==> config.mk <==
export PLATFORM = sky130hd
export DESIGN_NAME = bftr_cfg
export DESIGN_NICKNAME = d
export VERILOG_FILES = /design/src/bftr_pkg.sv /design/src/bftr_cfg.sv
export SDC_FILE = /design/constraint.sdc
export NUM_CORES = 1
export LEC_CHECK = 0
export BUFFER_PORTS_ARGS = -buffer_cell sky130_fd_sc_hd__buf_2
export CORE_ASPECT_RATIO = 2
export CORE_MARGIN = 2
export CORE_UTILIZATION = 43
export DETAILED_ROUTE_END_ITERATION = 10
export GPL_ROUTABILITY_DRIVEN = 0
export PLACE_DENSITY = 0.81
export SYNTH_ARGS = -nofsm -noshare
export SYNTH_HDL_FRONTEND = slang
export SYNTH_SLANG_ARGS = --single-unit
==> constraint.sdc <==
create_clock -name clk_i -period 1.1 [get_ports clk_i]
set_input_delay 0.165 -clock clk_i [delete_from_list [all_inputs] [get_ports clk_i]]
set_output_delay 0.165 -clock clk_i [all_outputs]
set_load 0.01 [all_outputs]
==> src/bftr_pkg.sv <==
package bftr_pkg;

  localparam int FontWords = 4096;
  localparam int FontAw = $clog2(FontWords);
  localparam int MaxGlyphWidth = 16;
  localparam int MaxGlyphHeight = 32;

  localparam int ApbAw = 4;
  localparam int ApbDw = 32;

  localparam logic [1:0] REQ_LOAD = 2'd0;
  localparam logic [1:0] REQ_START = 2'd1;
  localparam logic [1:0] REQ_CHAR = 2'd2;

  localparam logic [1:0] REG_GLYPH_WIDTH = 2'd0;
  localparam logic [1:0] REG_GLYPH_HEIGHT = 2'd1;
  localparam logic [1:0] REG_SCREEN_WIDTH = 2'd2;
  localparam logic [1:0] REG_SCREEN_HEIGHT = 2'd3;

  localparam logic [4:0] GW_RESET = 5'd11;
  localparam logic [5:0] GH_RESET = 6'd18;
  localparam logic [9:0] SW_RESET = 10'd320;
  localparam logic [9:0] SH_RESET = 10'd240;

  localparam logic [7:0] CHAR_FIRST = 8'd32;
  localparam logic [7:0] CHAR_LAST = 8'd126;
  localparam logic [7:0] CHAR_SUBST = 8'd63;
  localparam logic [7:0] CHAR_NEWLINE = 8'd10;
  localparam logic [15:0] ROW_MASK_ALL = 16'h8000 | 16'h7FFF;

  typedef struct packed {
    logic [1:0]  req_type;
    logic [11:0] font_index;
    logic [15:0] font_word;
    logic [9:0]  start_x;
    logic [9:0]  start_y;
    logic [7:0]  char_code;
  } req_t;

  typedef struct packed {
    logic [9:0]  win_x_first;
    logic [9:0]  win_y_first;
    logic [9:0]  win_x_last;
    logic [9:0]  win_y_last;
    logic [4:0]  glyph_row;
    logic [15:0] row_bits;
    logic        last_row;
  } row_t;

  typedef struct packed {
    logic [4:0] gw;
    logic [5:0] gh;
    logic [9:0] sw;
    logic [9:0] sh;
  } cfg_t;

  typedef struct packed {
    logic [15:0] a;
    logic [5:0]  b;
    logic [9:0]  lim;
  } alu_req_t;

  typedef struct packed {
    logic [15:0] sum_sat;
    logic        over;
  } alu_rsp_t;

endpackage

==> src/bftr_cfg.sv <==
module bftr_cfg (
  input  logic                        clk_i,
  input  logic                        rst_ni,
  input  logic                        psel,
  input  logic                        penable,
  input  logic                        pwrite,
  input  logic [bftr_pkg::ApbAw-1:0]  paddr,
  input  logic [bftr_pkg::ApbDw-1:0]  pwdata,
  output logic [bftr_pkg::ApbDw-1:0]  prdata,
  output logic                        pready,
  output bftr_pkg::cfg_t              cfg_o
);

  logic [4:0] gw_q;
  logic [5:0] gh_q;
  logic [9:0] sw_q;
  logic [9:0] sh_q;
  logic [1:0] reg_idx;
  logic       wr_en;

  assign reg_idx = paddr[3:2];
  assign wr_en = psel & penable & pwrite;
  assign pready = 1'b1;

  always_ff @(posedge clk_i or negedge rst_ni) begin
    if (!rst_ni) begin
      gw_q <= bftr_pkg::GW_RESET;
      gh_q <= bftr_pkg::GH_RESET;
      sw_q <= bftr_pkg::SW_RESET;
      sh_q <= bftr_pkg::SH_RESET;
    end else if (wr_en) begin
      unique case (reg_idx)
        bftr_pkg::REG_GLYPH_WIDTH: gw_q <= pwdata[4:0];
        bftr_pkg::REG_GLYPH_HEIGHT: gh_q <= pwdata[5:0];
        bftr_pkg::REG_SCREEN_WIDTH: sw_q <= pwdata[9:0];
        bftr_pkg::REG_SCREEN_HEIGHT: sh_q <= pwdata[9:0];
        default: ;
      endcase
    end
  end

  always_comb begin
    unique case (reg_idx)
      bftr_pkg::REG_GLYPH_WIDTH: prdata = {27'b0, gw_q};
      bftr_pkg::REG_GLYPH_HEIGHT: prdata = {26'b0, gh_q};
      bftr_pkg::REG_SCREEN_WIDTH: prdata = {22'b0, sw_q};
      bftr_pkg::REG_SCREEN_HEIGHT: prdata = {22'b0, sh_q};
      default: prdata = '0;
    endcase
  end

  always_comb begin
    priority if (gw_q == 5'd0) begin
      cfg_o.gw = 5'd1;
    end else if (gw_q > 5'(bftr_pkg::MaxGlyphWidth)) begin
      cfg_o.gw = 5'(bftr_pkg::MaxGlyphWidth);
    end else begin
      cfg_o.gw = gw_q;
    end
    priority if (gh_q == 6'd0) begin
      cfg_o.gh = 6'd1;
    end else if (gh_q > 6'(bftr_pkg::MaxGlyphHeight)) begin
      cfg_o.gh = 6'(bftr_pkg::MaxGlyphHeight);
    end else begin
      cfg_o.gh = gh_q;
    end
    cfg_o.sw = sw_q;
    cfg_o.sh = sh_q;
  end

endmodule

==> flow_metrics.env <==
export IMPL_violations="setup timing"
export IMPL_dr_wl_met3_um=247
export IMPL_fin_nets=272
export IMPL_grt_pass1_vias=1421
export IMPL_hold_end="sh_q[6]$_DFFE_PN1P_"
export IMPL_start_kind="register"
export IMPL_grt_overflow=0
export IMPL_synth_commonest_cells="mux2_2, buf_4, dfrtp_1"
export IMPL_yosys_area_share_xor_xnor_pct=0
export IMPL_cts_htree_levels=2
export IMPL_fin_crit_ps=1470
export IMPL_drtIter0Drc=17
export IMPL_ys_top_cells_by_area="dfrtp_1, mux2_2, dfstp_2"
export IMPL_worstHoldStart="pwdata[6]"
export IMPL_cts_max_path_buffers=2
export IMPL_highest_signal_layer="met4"
export IMPL_finalSetupTns_ps=-5490
export IMPL_worstHoldPathCells=2
export IMPL_p_leak_nw=1.32
export IMPL_path_cells="mux4_2 > buf_2"
export IMPL_reg2reg_slack_ps=10
export IMPL_die_area_um2=4510
export IMPL_timing_rr_start="gw_q[2]$_DFFE_PN0P_"
export IMPL_post_route_util_pct=69.6
export IMPL_timing_final_crit_share_pct=134
export IMPL_rows=32
export IMPL_cellPowerDensity_nw_per_um2=1900
export IMPL_synthAdderAreaFrac_pct=0
export IMPL_p_comb_share_pct=43.7
export IMPL_switching_share_pct=29.4
export IMPL_syn_avg_cell_area_um2=13.2
export IMPL_ys_async_sr_fraction_pct=100
export IMPL_yosys_cell_count_top_type="mux2_2"
export IMPL_ys_ff_latch=31
export IMPL_r2r_end="gw_q[2]$_DFFE_PN0P_"
export IMPL_wl_met1_mm=1.50
export IMPL_syn_area_um2=1700
export IMPL_yosysWarnings=0
export IMPL_crit_fanout=3
export IMPL_rsz0062_at_grt="yes"
export IMPL_synth_top_family_by_area="multiplexers"
export IMPL_hold_class="input pin to register"
export IMPL_setup_viol=29
export IMPL_start_util_pct=44.3
export IMPL_end_kind="output pin"
export IMPL_grt_start_max_net_pins=32
export IMPL_cp_slowest_cell="mux4_2"
export IMPL_cp_arrival_ps=1310
export IMPL_yosys_area_share_simple_pct=9.63
export IMPL_synth_top_area_share_pct=29.4
export IMPL_dieHeight_um=93.0
export IMPL_synthCells=129
export IMPL_area_growth_pct=57.1
export IMPL_r2r_cells=4
export IMPL_stdcell_area_um2=2670
export IMPL_io_buffer_count=57
export IMPL_cts_sinks=31
export IMPL_cts_buffers=5
export IMPL_synth_edff_count=0
export IMPL_p_int_mw=3.59
export IMPL_insertion_delay_ps=270
export IMPL_p_clk_share_pct=22.8
export IMPL_power_frac_seq_pct=33.5
export IMPL_criticalPathCategory="register to output pin"
export IMPL_drtPass1Iterations=4
export IMPL_wire_per_inst_um=16.3
export IMPL_antenna_left=0
export IMPL_grt_total_usage_pct=19.0
export IMPL_viasPerCell=4.71
export IMPL_fin_skew_ps=0
export IMPL_core_um2=3840
export IMPL_synth_compound_area_share_pct=0.294
export IMPL_finalHoldViolCount=0
export IMPL_whs_ps=136
export IMPL_drt_wl_total_mm=4.62
export IMPL_status="finished, violations left"
export IMPL_drc=0
export IMPL_synth_ff_type="dfrtp_1"
export IMPL_ios=105
export IMPL_critPathRequiredTime_ps=940
export IMPL_fmax_mhz=678
export IMPL_dpl_cell_area_um2=2140
export IMPL_layout_drive_gt1_share_pct=72.4
export IMPL_synth_top_area_cell="dfrtp_1"
export IMPL_vias=1332
export IMPL_die_w_um=48.5
export IMPL_final_max_slew_violation_count=0
export IMPL_wl_met2_mm=2.83
export IMPL_p_switching_mw=1.49
export IMPL_report_power_total_mw=5.09
export IMPL_ir_drop_mv=1.75
export IMPL_max_stage_delay_ps=460
export IMPL_grt_pass1_wl_mm=6.59
export IMPL_synthMuxAreaShare_pct=30.4
export IMPL_antenna_found_initial=0
export IMPL_post_dp_hpwl_mm=2.97
export IMPL_tritoncts="built"
export IMPL_ys_seq_area_share_pct=46.4
export IMPL_final_setup_worst_slack_ps=-374
export IMPL_synth_cell_types=24
export IMPL_cap_violations=0
export IMPL_clk_pin_slew_ps=70
export IMPL_ctsRootBufferMaster="clkbuf_8"
export IMPL_diodes=0
## final cells by class
type                            count  area [um^2]
Clock buffer                        6         82.6
Clock inverter                      2         35.0
Tap cell                           51         63.8
Multi-Input combinational cell     90          818
Timing Repair Buffer              103          885
Fill cell                         274         1170
Sequential cell                    31          790
## what timing repair did
item                                    4_1_cts  5_1_grt
pin swaps                                     4        3
endpoints found under the setup margin       29       39
gates resized for setup                      29       33
hold endpoints to repair                     20        0
buffers inserted                             10       10
hold buffers                                  1        0
## flip-flops by register name, indices dropped and copies added (netlist names)
name  count
sw_q     10
sh_q     10
gh_q      6
gw_q      5
## worst max-delay path: cells and delay by family (launching register included)
| kind | cells | cell delay [ps] |
|---|---|---|
| buffers and inverters | 1 | 150 |
| flip-flops | 1 | 420 |
| multiplexers | 1 | 460 |
## stage by stage
stage	setup WS, ps	std cells
global placement	-261	258
detailed placement	-273	258
CTS	-355	276
floorplan	2.68	150
global route	-406	283
finish	-374	283
## cells by family (layout without fill, tap and decap cells)
| family | count (synthesis) | count (layout) |
|---|---|---|
| compound gates | 1 | 1 |
| simple gates | 25 | 25 |
| flops | 31 | 31 |
| mux | 41 | 41 |
| other cells | 2 | 23 |
| buf+inv | 29 | 111 |
## layer usage
layer	global-route usage, %	up-vias
met2	39.2	63
met4	5.95	0
li1	-	606
met1	18.5	657
met3	2.90	6
met5	0	-
## power groups by stage
stage | sequential (mW) | clock, mW | combinational (mW)
2_1_floorplan | 1.76 | 0 | 0.698
3_3_place_gp | 1.67 | 0 | 1.43
3_5_place_dp | 1.68 | 0 | 1.47
4_1_cts | 1.67 | 1.17 | 1.82
5_1_grt | 1.73 | 1.21 | 2.37
6_report | 1.70 | 1.16 | 2.22
## layout by cell type (no fill, tap or decap)
| cell type | netlist | final |
|---|---|---|
| mux4_2 | 4 | 5 |
| buf_6 | 1 | 47 |
| and3_1 | 1 | 1 |
| mux2_2 | 32 | 30 |
| dlygate4sd3_1 | 0 | 1 |
| mux2_4 | 0 | 2 |
| dfrtp_1 | 20 | 20 |
| conb_1 | 2 | 23 |
| clkinv_2 | 0 | 1 |
| nor3_4 | 1 | 2 |
| dfstp_2 | 11 | 11 |
| nand3_2 | 1 | 1 |
| bufinv_16 | 0 | 1 |
| nor3b_2 | 1 | 1 |
| buf_4 | 24 | 22 |
| nand3b_2 | 1 | 1 |
| nor2b_4 | 0 | 3 |
| o21ai_1 | 0 | 1 |
| nor2_1 | 4 | 4 |
| nand2_2 | 0 | 1 |
| nand2_1 | 2 | 1 |
| nor4_2 | 0 | 1 |
| clkbuf_8 | 0 | 6 |
| buf_2 | 1 | 32 |
| nand3_1 | 1 | 1 |
| buf_12 | 0 | 1 |
| mux2i_1 | 4 | 4 |
| nor2b_1 | 11 | 8 |
## worst max-delay path by stage
stage | from | to | cells past startpoint
final | gh_q[3]$_DFFE_PN0P_ | prdata[3] | 2
after global routing | gh_q[2]$_DFFE_PN0P_ | prdata[2] | 2
after CTS | gh_q[3]$_DFFE_PN0P_ | prdata[3] | 2
after detailed placement | paddr[2] | prdata[1] | 3
after global placement | paddr[2] | prdata[2] | 3
after floorplan | paddr[2] | prdata[2] | 3
Note: power is estimated with default switching activity, not from simulation.
