===== src/bftr_pkg.sv =====
package bftr_pkg;

  localparam int FontWords = 4096;
  localparam int FontAw = $clog2(FontWords);
  localparam int MaxGlyphWidth = 16;
  localparam int MaxGlyphHeight = 32;

  localparam int ApbAw = 4;
  localparam int ApbDw = 32;

  localparam logic [1:0] REQ_LOAD = 2'd0;
  localparam logic [1:0] REQ_START = 2'd1;
  localparam logic [1:0] REQ_CHAR = 2'd2;

  localparam logic [1:0] REG_GLYPH_WIDTH = 2'd0;
  localparam logic [1:0] REG_GLYPH_HEIGHT = 2'd1;
  localparam logic [1:0] REG_SCREEN_WIDTH = 2'd2;
  localparam logic [1:0] REG_SCREEN_HEIGHT = 2'd3;

  localparam logic [4:0] GW_RESET = 5'd11;
  localparam logic [5:0] GH_RESET = 6'd18;
  localparam logic [9:0] SW_RESET = 10'd320;
  localparam logic [9:0] SH_RESET = 10'd240;

  localparam logic [7:0] CHAR_FIRST = 8'd32;
  localparam logic [7:0] CHAR_LAST = 8'd126;
  localparam logic [7:0] CHAR_SUBST = 8'd63;
  localparam logic [7:0] CHAR_NEWLINE = 8'd10;
  localparam logic [15:0] ROW_MASK_ALL = 16'h8000 | 16'h7FFF;

  typedef struct packed {
    logic [1:0]  req_type;
    logic [11:0] font_index;
    logic [15:0] font_word;
    logic [9:0]  start_x;
    logic [9:0]  start_y;
    logic [7:0]  char_code;
  } req_t;

  typedef struct packed {
    logic [9:0]  win_x_first;
    logic [9:0]  win_y_first;
    logic [9:0]  win_x_last;
    logic [9:0]  win_y_last;
    logic [4:0]  glyph_row;
    logic [15:0] row_bits;
    logic        last_row;
  } row_t;

  typedef struct packed {
    logic [4:0] gw;
    logic [5:0] gh;
    logic [9:0] sw;
    logic [9:0] sh;
  } cfg_t;

  typedef struct packed {
    logic [15:0] a;
    logic [5:0]  b;
    logic [9:0]  lim;
  } alu_req_t;

  typedef struct packed {
    logic [15:0] sum_sat;
    logic        over;
  } alu_rsp_t;

endpackage


===== src/bftr_alu.sv =====
module bftr_alu (
  input  bftr_pkg::alu_req_t req_i,
  output bftr_pkg::alu_rsp_t rsp_o
);

  logic [16:0] sum;

  assign sum = {1'b0, req_i.a} + {11'b0, req_i.b};
  assign rsp_o.over = (sum > {7'b0, req_i.lim});
  assign rsp_o.sum_sat = sum[16] ? 16'hFFFF : sum[15:0];

endmodule


===== config.mk =====
export PLATFORM = sky130hd
export DESIGN_NAME = bftr_alu
export DESIGN_NICKNAME = d
export VERILOG_FILES = /design/src/bftr_pkg.sv /design/src/bftr_alu.sv
export SDC_FILE = /design/constraint.sdc
export NUM_CORES = 1
export LEC_CHECK = 0
export BUFFER_PORTS_ARGS = -buffer_cell sky130_fd_sc_hd__clkbuf_2
export CAP_MARGIN = 0
export CORE_MARGIN = 10
export CORE_UTILIZATION = 25
export DETAILED_ROUTE_END_ITERATION = 10
export GPL_TIMING_DRIVEN = 0
export SYNTH_ARGS = -nofsm -noshare
export SYNTH_HDL_FRONTEND = slang
export SYNTH_SLANG_ARGS = --single-unit

===== constraint.sdc =====
create_clock -name vclk -period 4.92
set_input_delay 0.984 -clock vclk [all_inputs]
set_output_delay 0.984 -clock vclk [all_outputs]
set_load 0.01 [all_outputs]

==> results of run 1 <==
## placed cells by master (no fill, tap or decap), drive strengths merged, types with 2 or more instances in the layout
master and instances:
o21ai 5, o21bai 2, nand3 3, nand2b 6, nor2b 2, a21oi 7
buf 3, xor2 3, clkbuf 49, nand2 16, a211oi 4, nand4 3
nor3 3, o211ai 3, a31o 2, xnor2 8, inv 16, nor2 6
ha 16
## final timing paths
| kind | end | cells after the start | startpoint | slack, ns |
|---|---|---|---|---|
| hold / removal | rsp_o[15] | 3 | req_i[30] | 2.35 |
| setup / recovery | rsp_o[0] | 17 | req_i[10] | 0.26 |
## worst min-delay path: cells and delay by family
kind	cells	cell delay [ns]
buffers and inverters	2	0.29
muxes	1	0.09
## what timing repair did
action / 4_1_cts / 5_1_grt
pin swaps: 1 / 8
setup endpoints to repair: 1 / 1
gates resized for setup: 3 / 8
setup buffers: 1 / 1
## layer usage
layer	vias to the layer above	routed length (µm)
li1	537	-
met1	442	1060
met2	20	1390
met3	0	182
met4	0	0
met5	-	0
## through the flow
| step | setup slack (ns) | setup TNS (ns) | util | power, µW | instance area (µm²) |
|---|---|---|---|---|---|
| finish | 0.262 | 0 | 0.366 | 146 | 1230 |
| global route | -0.0171 | -0.0171 | 0.366 | 167 | 1230 |
| CTS | 0.0373 | 0 | 0.355 | 142 | 1190 |
| detailed placement | -0.205 | -0.205 | 0.350 | 139 | 1180 |
| global placement | -0.205 | -0.205 | 0.350 | 138 | 1180 |
| floorplan | 0.297 | 0 | - | 91.4 | 883 |
## kinds of logic (layout without fill, tap and decap cells)
family	count (synthesis)	after routing	synth area share
and+or+nand+nor	46	46	0.272
adders and majority gates	17	17	0.249
muxes	2	2	0.0241
buffers and inverters	19	68	0.0822
xor gates and xnor gates	11	11	0.109
AOI/OAI and AO/OA	30	30	0.263
## power by group through the flow
stage / registers (µW) / clock network (µW) / logic [µW]
after floorplan: 0 / 0 / 91.4
after global placement: 0 / 0 / 138
after detailed placement: 0 / 0 / 139
after CTS: 0 / 0 / 142
after global routing: 0 / 0 / 167
final: 0 / 0 / 146
## area by class of cell
cell class,count,share of cell area
multi-input combinational,106,0.691
timing repair buffer,49,0.203
inverter,16,0.0487
tap,46,0.0467
buffer,3,0.0102
==> impl_metrics.json, run 1 <==
{
  "drc_errors": 0,
  "yosys-top-cells-area": "sky130_fd_sc_hd__ha_1 23%, sky130_fd_sc_hd__xnor2_1 7.9%, sky130_fd_sc_hd__inv_1 6.8%, sky130_fd_sc_hd__nand2_1 6.8%, sky130_fd_sc_hd__nand2b_1 4.2%",
  "worstMarginPinSlew_ns": 0.513,
  "finalCritPeriodShare": 0.947,
  "layout_cell_share_with_drive_strength_beyond_1": 0.385,
  "critical-path-top-delay-family": "compound AO/OA/AOI/OAI gates",
  "globalRouteMet2Util": 0.153,
  "pin_count_of_the_biggest_net_entering_global_routing": 11,
  "hold_class": "in2out",
  "yosysTopAreaCell": "sky130_fd_sc_hd__ha_1",
  "num_rows": 21,
  "critical_path.endpoint_type": "primary output",
  "fin_hold_ws_ns": 2.35,
  "cp_num_buf_inv": 3,
  "max-cap-violations": 0,
  "finish.net_count": 225,
  "vias_in_the_first_global_route": 973,
  "critical_path.startpoint_type": "input port",
  "net_switching_power_of_the_design_uw": 78.7,
  "pin_count": 49,
  "outcome": "complete, no violations",
  "fillerInstances": 405,
  "firstDrtPassIters": 4,
  "max-slew-margin-rel": 0.658,
  "power_switching_share": 0.539,
  "route.vias.total": 999,
  "setup_viol": 0,
  "fp.dieH_um": 79.4,
  "floorplan.die.width_um": 79.4,
  "critPathArrivalTime_ns": 3.67,
  "timing.critical_path.mode_cell": "sky130_fd_sc_hd__clkbuf_2",
  "criticalPathCategory": "in2out",
  "die-area_um2": 6310,
  "seq_area_frac_synth": 0,
  "drt-total-wl_um": 2640,
  "post_synth_instance_area_um2": 883,
  "cts_stage_hold_buffer_count": 0,
  "hold_violations": 0,
  "grt.total_usage": 0.0776,
  "synthCells": 125,
  "timing.critical_path.fanout_max": 4,
  "synth.cells.most_frequent": "16 x sky130_fd_sc_hd__ha_1, 16 x sky130_fd_sc_hd__inv_1, 16 x sky130_fd_sc_hd__nand2_1, 8 x sky130_fd_sc_hd__xnor2_1",
  "fmaxAchievable_mhz": 215,
  "synthesis.nets": 174,
  "drtAntennaViolNets": 0,
  "detailed_place_hpwl_um": 2430,
  "drt-initial-drc-count": 21,
  "crit_path_max_incr_delay_ns": 0.31,
  "combinational_cell_fraction_of_total_power": 1.000,
  "global_route.overflow_total": 0,
  "cp.required_ns": 3.94,
  "clock_power_share": 0,
  "grtUsageMet3": 0.0203,
  "synthesis.yosys.warnings": 0,
  "insertedDiodeCount": 0,
  "final-seq-area_um2": 0,
  "dp.cells": 218,
  "antenna_violations_before_repair": 0,
  "layout.sequential_cells": 0,
  "cell_internal_power_dissipation_uw": 67.4,
  "sequentialPowerShare": 0,
  "power.density_cell_area_nw_per_um2": 119,
  "layout_min_cycle_time_ns": 4.66,
  "mean_area_per_synthesized_cell_um2": 7.07,
  "slowest_stage": "sky130_fd_sc_hd__ha_1",
  "stdcell_count": 220,
  "grt_pass1_wl_um": 4260,
  "irDropWorstVdd_mv": 0.0373,
  "flow.area_growth_from_synthesis_pct": 39.5,
  "nClkBuffers": 0,
  "design.core.area_um2": 3360,
  "met1_usage": 0.0843,
  "post_drt_via_cell_ratio": 4.54,
  "gp_routability_congestion": 0.792,
  "yosysTopAreaCellShare": 0.227,
  "synth_cell_types": 41,
  "multi_input_comb_area_um2": 852,
  "buffer_ports.inserted": 47,
  "start_util": 0.263,
  "most_utilized_layer_in_the_global_route_result": "met2",
  "max_slew_violation_total_from_the_final_report": 0,
  "power_leakage_uw": 0.000627,
  "crit_chain": "clkbuf_2, ha_2, inv_1, fa_2, and2b_2, o211ai_4, nand2_2, a211oi_4, nor2_1, ha_1, a21oi_2, o21ai_2, o21bai_1, a21oi_1, o32a_1, nand4_1, clkbuf_2",
  "drt-wirelength-per-cell_um": 12.0
}
Power figures use the tool's default switching activity.
==> run 2, diff against run 1 <==
CELL_PAD_IN_SITES_DETAIL_PLACEMENT = 1   (was not set)
CELL_PAD_IN_SITES_GLOBAL_PLACEMENT = 1   (was not set)
PLACE_DENSITY_LB_ADDON = 0.1   (was not set)
==> run 2 against run 1 <==
Cell area is 2.7% higher. Critical path depth unchanged. First-iteration DRC count up 4.8%. Combinational power is 6% higher. Via count rose by 6.3%. Core utilization up 1.0 points. Worst setup slack lost 0.070 ns. Count of clock-buffer cells in the layout unchanged. Cell count rose by 0.91%. Global-route usage is 1.7 points higher. Total power rose by 5.7%. Critical path type unchanged. Critical endpoint unchanged. Highest routed layer unchanged.
==> impl_metrics.json, run 2 (synthesis gave the netlist of run 1 again) <==
{
  "outcome": "complete, no violations",
  "power.density_cell_area_nw_per_um2": 122,
  "worstMarginPinSlew_ns": 0.517,
  "timing.critical_path.fanout_max": 4,
  "detailed_place_hpwl_um": 2840,
  "buffer_ports.inserted": 47,
  "insertedDiodeCount": 0,
  "irDropWorstVdd_mv": 0.0507,
  "global_route.overflow_total": 0,
  "nClkBuffers": 0,
  "layout_cell_share_with_drive_strength_beyond_1": 0.409,
  "fin_util": 0.376,
  "final-seq-area_um2": 0,
  "grt.total_usage": 0.0948,
  "drt-total-wl_um": 3190,
  "hold_class": "in2out",
  "start_util": 0.263,
  "critPathArrivalTime_ns": 3.74,
  "max_slew_violation_total_from_the_final_report": 0,
  "layout.sequential_cells": 0,
  "grt_setup_unrepaired": "no",
  "flow.area_growth_from_synthesis_pct": 43.3,
  "fp.dieH_um": 79.4,
  "route.vias.total": 1062,
  "timing.hold.worst_path_depth": 3,
  "floorplan.die.width_um": 79.4,
  "finish.net_count": 227,
  "finalInstanceArea_um2": 1270,
  "cp.required_ns": 3.94,
  "drt-wirelength-per-cell_um": 14.4,
  "fmaxAchievable_mhz": 211,
  "critical_path.startpoint_type": "input port",
  "drt-initial-drc-count": 22,
  "commonest_cells_after_routing_fill_and_taps_aside": "46 x sky130_fd_sc_hd__clkbuf_2, 16 x sky130_fd_sc_hd__inv_1, 15 x sky130_fd_sc_hd__ha_1, 14 x sky130_fd_sc_hd__nand2_1, 7 x sky130_fd_sc_hd__xnor2_1",
  "pin_count_of_the_biggest_net_entering_global_routing": 11,
  "mostFrequentLayoutCell": "sky130_fd_sc_hd__clkbuf_2",
  "drc_errors": 0,
  "critical_path.endpoint_type": "primary output",
  "post-layout-total-power_uw": 155,
  "design.core.area_um2": 3360,
  "finalCritPeriodShare": 0.961,
  "firstDrtPassIters": 4,
  "gp_routability_congestion": 0.831,
  "layout_min_cycle_time_ns": 4.73,
  "post_drt_via_cell_ratio": 4.78,
  "post_dp_cell_area_um2": 1180,
  "criticalPathCategory": "in2out",
  "antenna_violations_before_repair": 0,
  "setup_viol": 0,
  "die-area_um2": 6310,
  "num_rows": 21,
  "vias_in_the_first_global_route": 1128,
  "grt_pass1_wl_um": 5110,
  "hold_violations": 0,
  "drtAntennaViolNets": 0,
  "pin_count": 49,
  "max-cap-violations": 0,
  "max-slew-margin-rel": 0.655,
  "power_leakage_uw": 0.000643
}
[run 2: per-stage QoR]
step	std cells	setup WS [ns]	hold slack, ns	setup TNS [ns]
2_1_floorplan	125	0.297	2.06	0
3_3_place_gp	218	-0.269	2.34	-0.269
3_5_place_dp	218	-0.250	2.35	-0.250
4_1_cts	219	0.0164	2.36	0
5_1_grt	222	0.0146	2.40	0
6_report	222	0.192	2.36	0
[run 2: per-layer routing]
metal,global-route usage,wire length (µm),share of wire,vias to the layer above
met5,0,0,0,-
met1,0.106,1310,0.41,502
met4,0,0,0,0
met2,0.190,1770,0.55,16
li1,-,-,-,544
met3,0.0146,116,0.036,0
[run 2: power by group]
part	total [µW]	switching [µW]	leakage, µW	internal (µW)
Combinational	155	84.1	0.000643	70.4
Sequential	0	0	0	0
Clock	0	0	0	0
Total	155	84.1	0.000643	70.4
[run 2: worst max-delay path, stage by stage]
cell,delay [ns]
sky130_fd_sc_hd__clkbuf_2,0.10
sky130_fd_sc_hd__ha_4,0.16
sky130_fd_sc_hd__inv_1,0.07
sky130_fd_sc_hd__fa_2,0.20
sky130_fd_sc_hd__and2b_2,0.24
sky130_fd_sc_hd__o211ai_4,0.24
sky130_fd_sc_hd__nand2_1,0.10
sky130_fd_sc_hd__a211oi_2,0.25
sky130_fd_sc_hd__nor2_1,0.10
sky130_fd_sc_hd__ha_1,0.30
sky130_fd_sc_hd__a21oi_1,0.18
sky130_fd_sc_hd__o21ai_2,0.09
sky130_fd_sc_hd__o21bai_1,0.15
sky130_fd_sc_hd__a21oi_1,0.15
sky130_fd_sc_hd__o32a_1,0.18
sky130_fd_sc_hd__nand4_1,0.09
sky130_fd_sc_hd__buf_2,0.15
[run 2: path summary, 6_finish.rpt]
check	slack, ns	endpoint	startpoint
min	2.36	rsp_o[15]	req_i[30]
max	0.19	rsp_o[0]	req_i[10]
[run 2: layout make-up]
cell class                      count  area, µm²
Timing Repair Buffer               51        265
Multi-Input combinational cell    106        871
Inverter                           16       60.1
Fill cell                         471       2100
Tap cell                           46       57.6
Buffer                              3       12.5
[run 2: repair_timing]
action	4_1_cts	5_1_grt
setup buffers	1	3
resized for setup	5	10
pin swaps	1	7
endpoints found under the setup margin	1	1
hold buffers	0	0
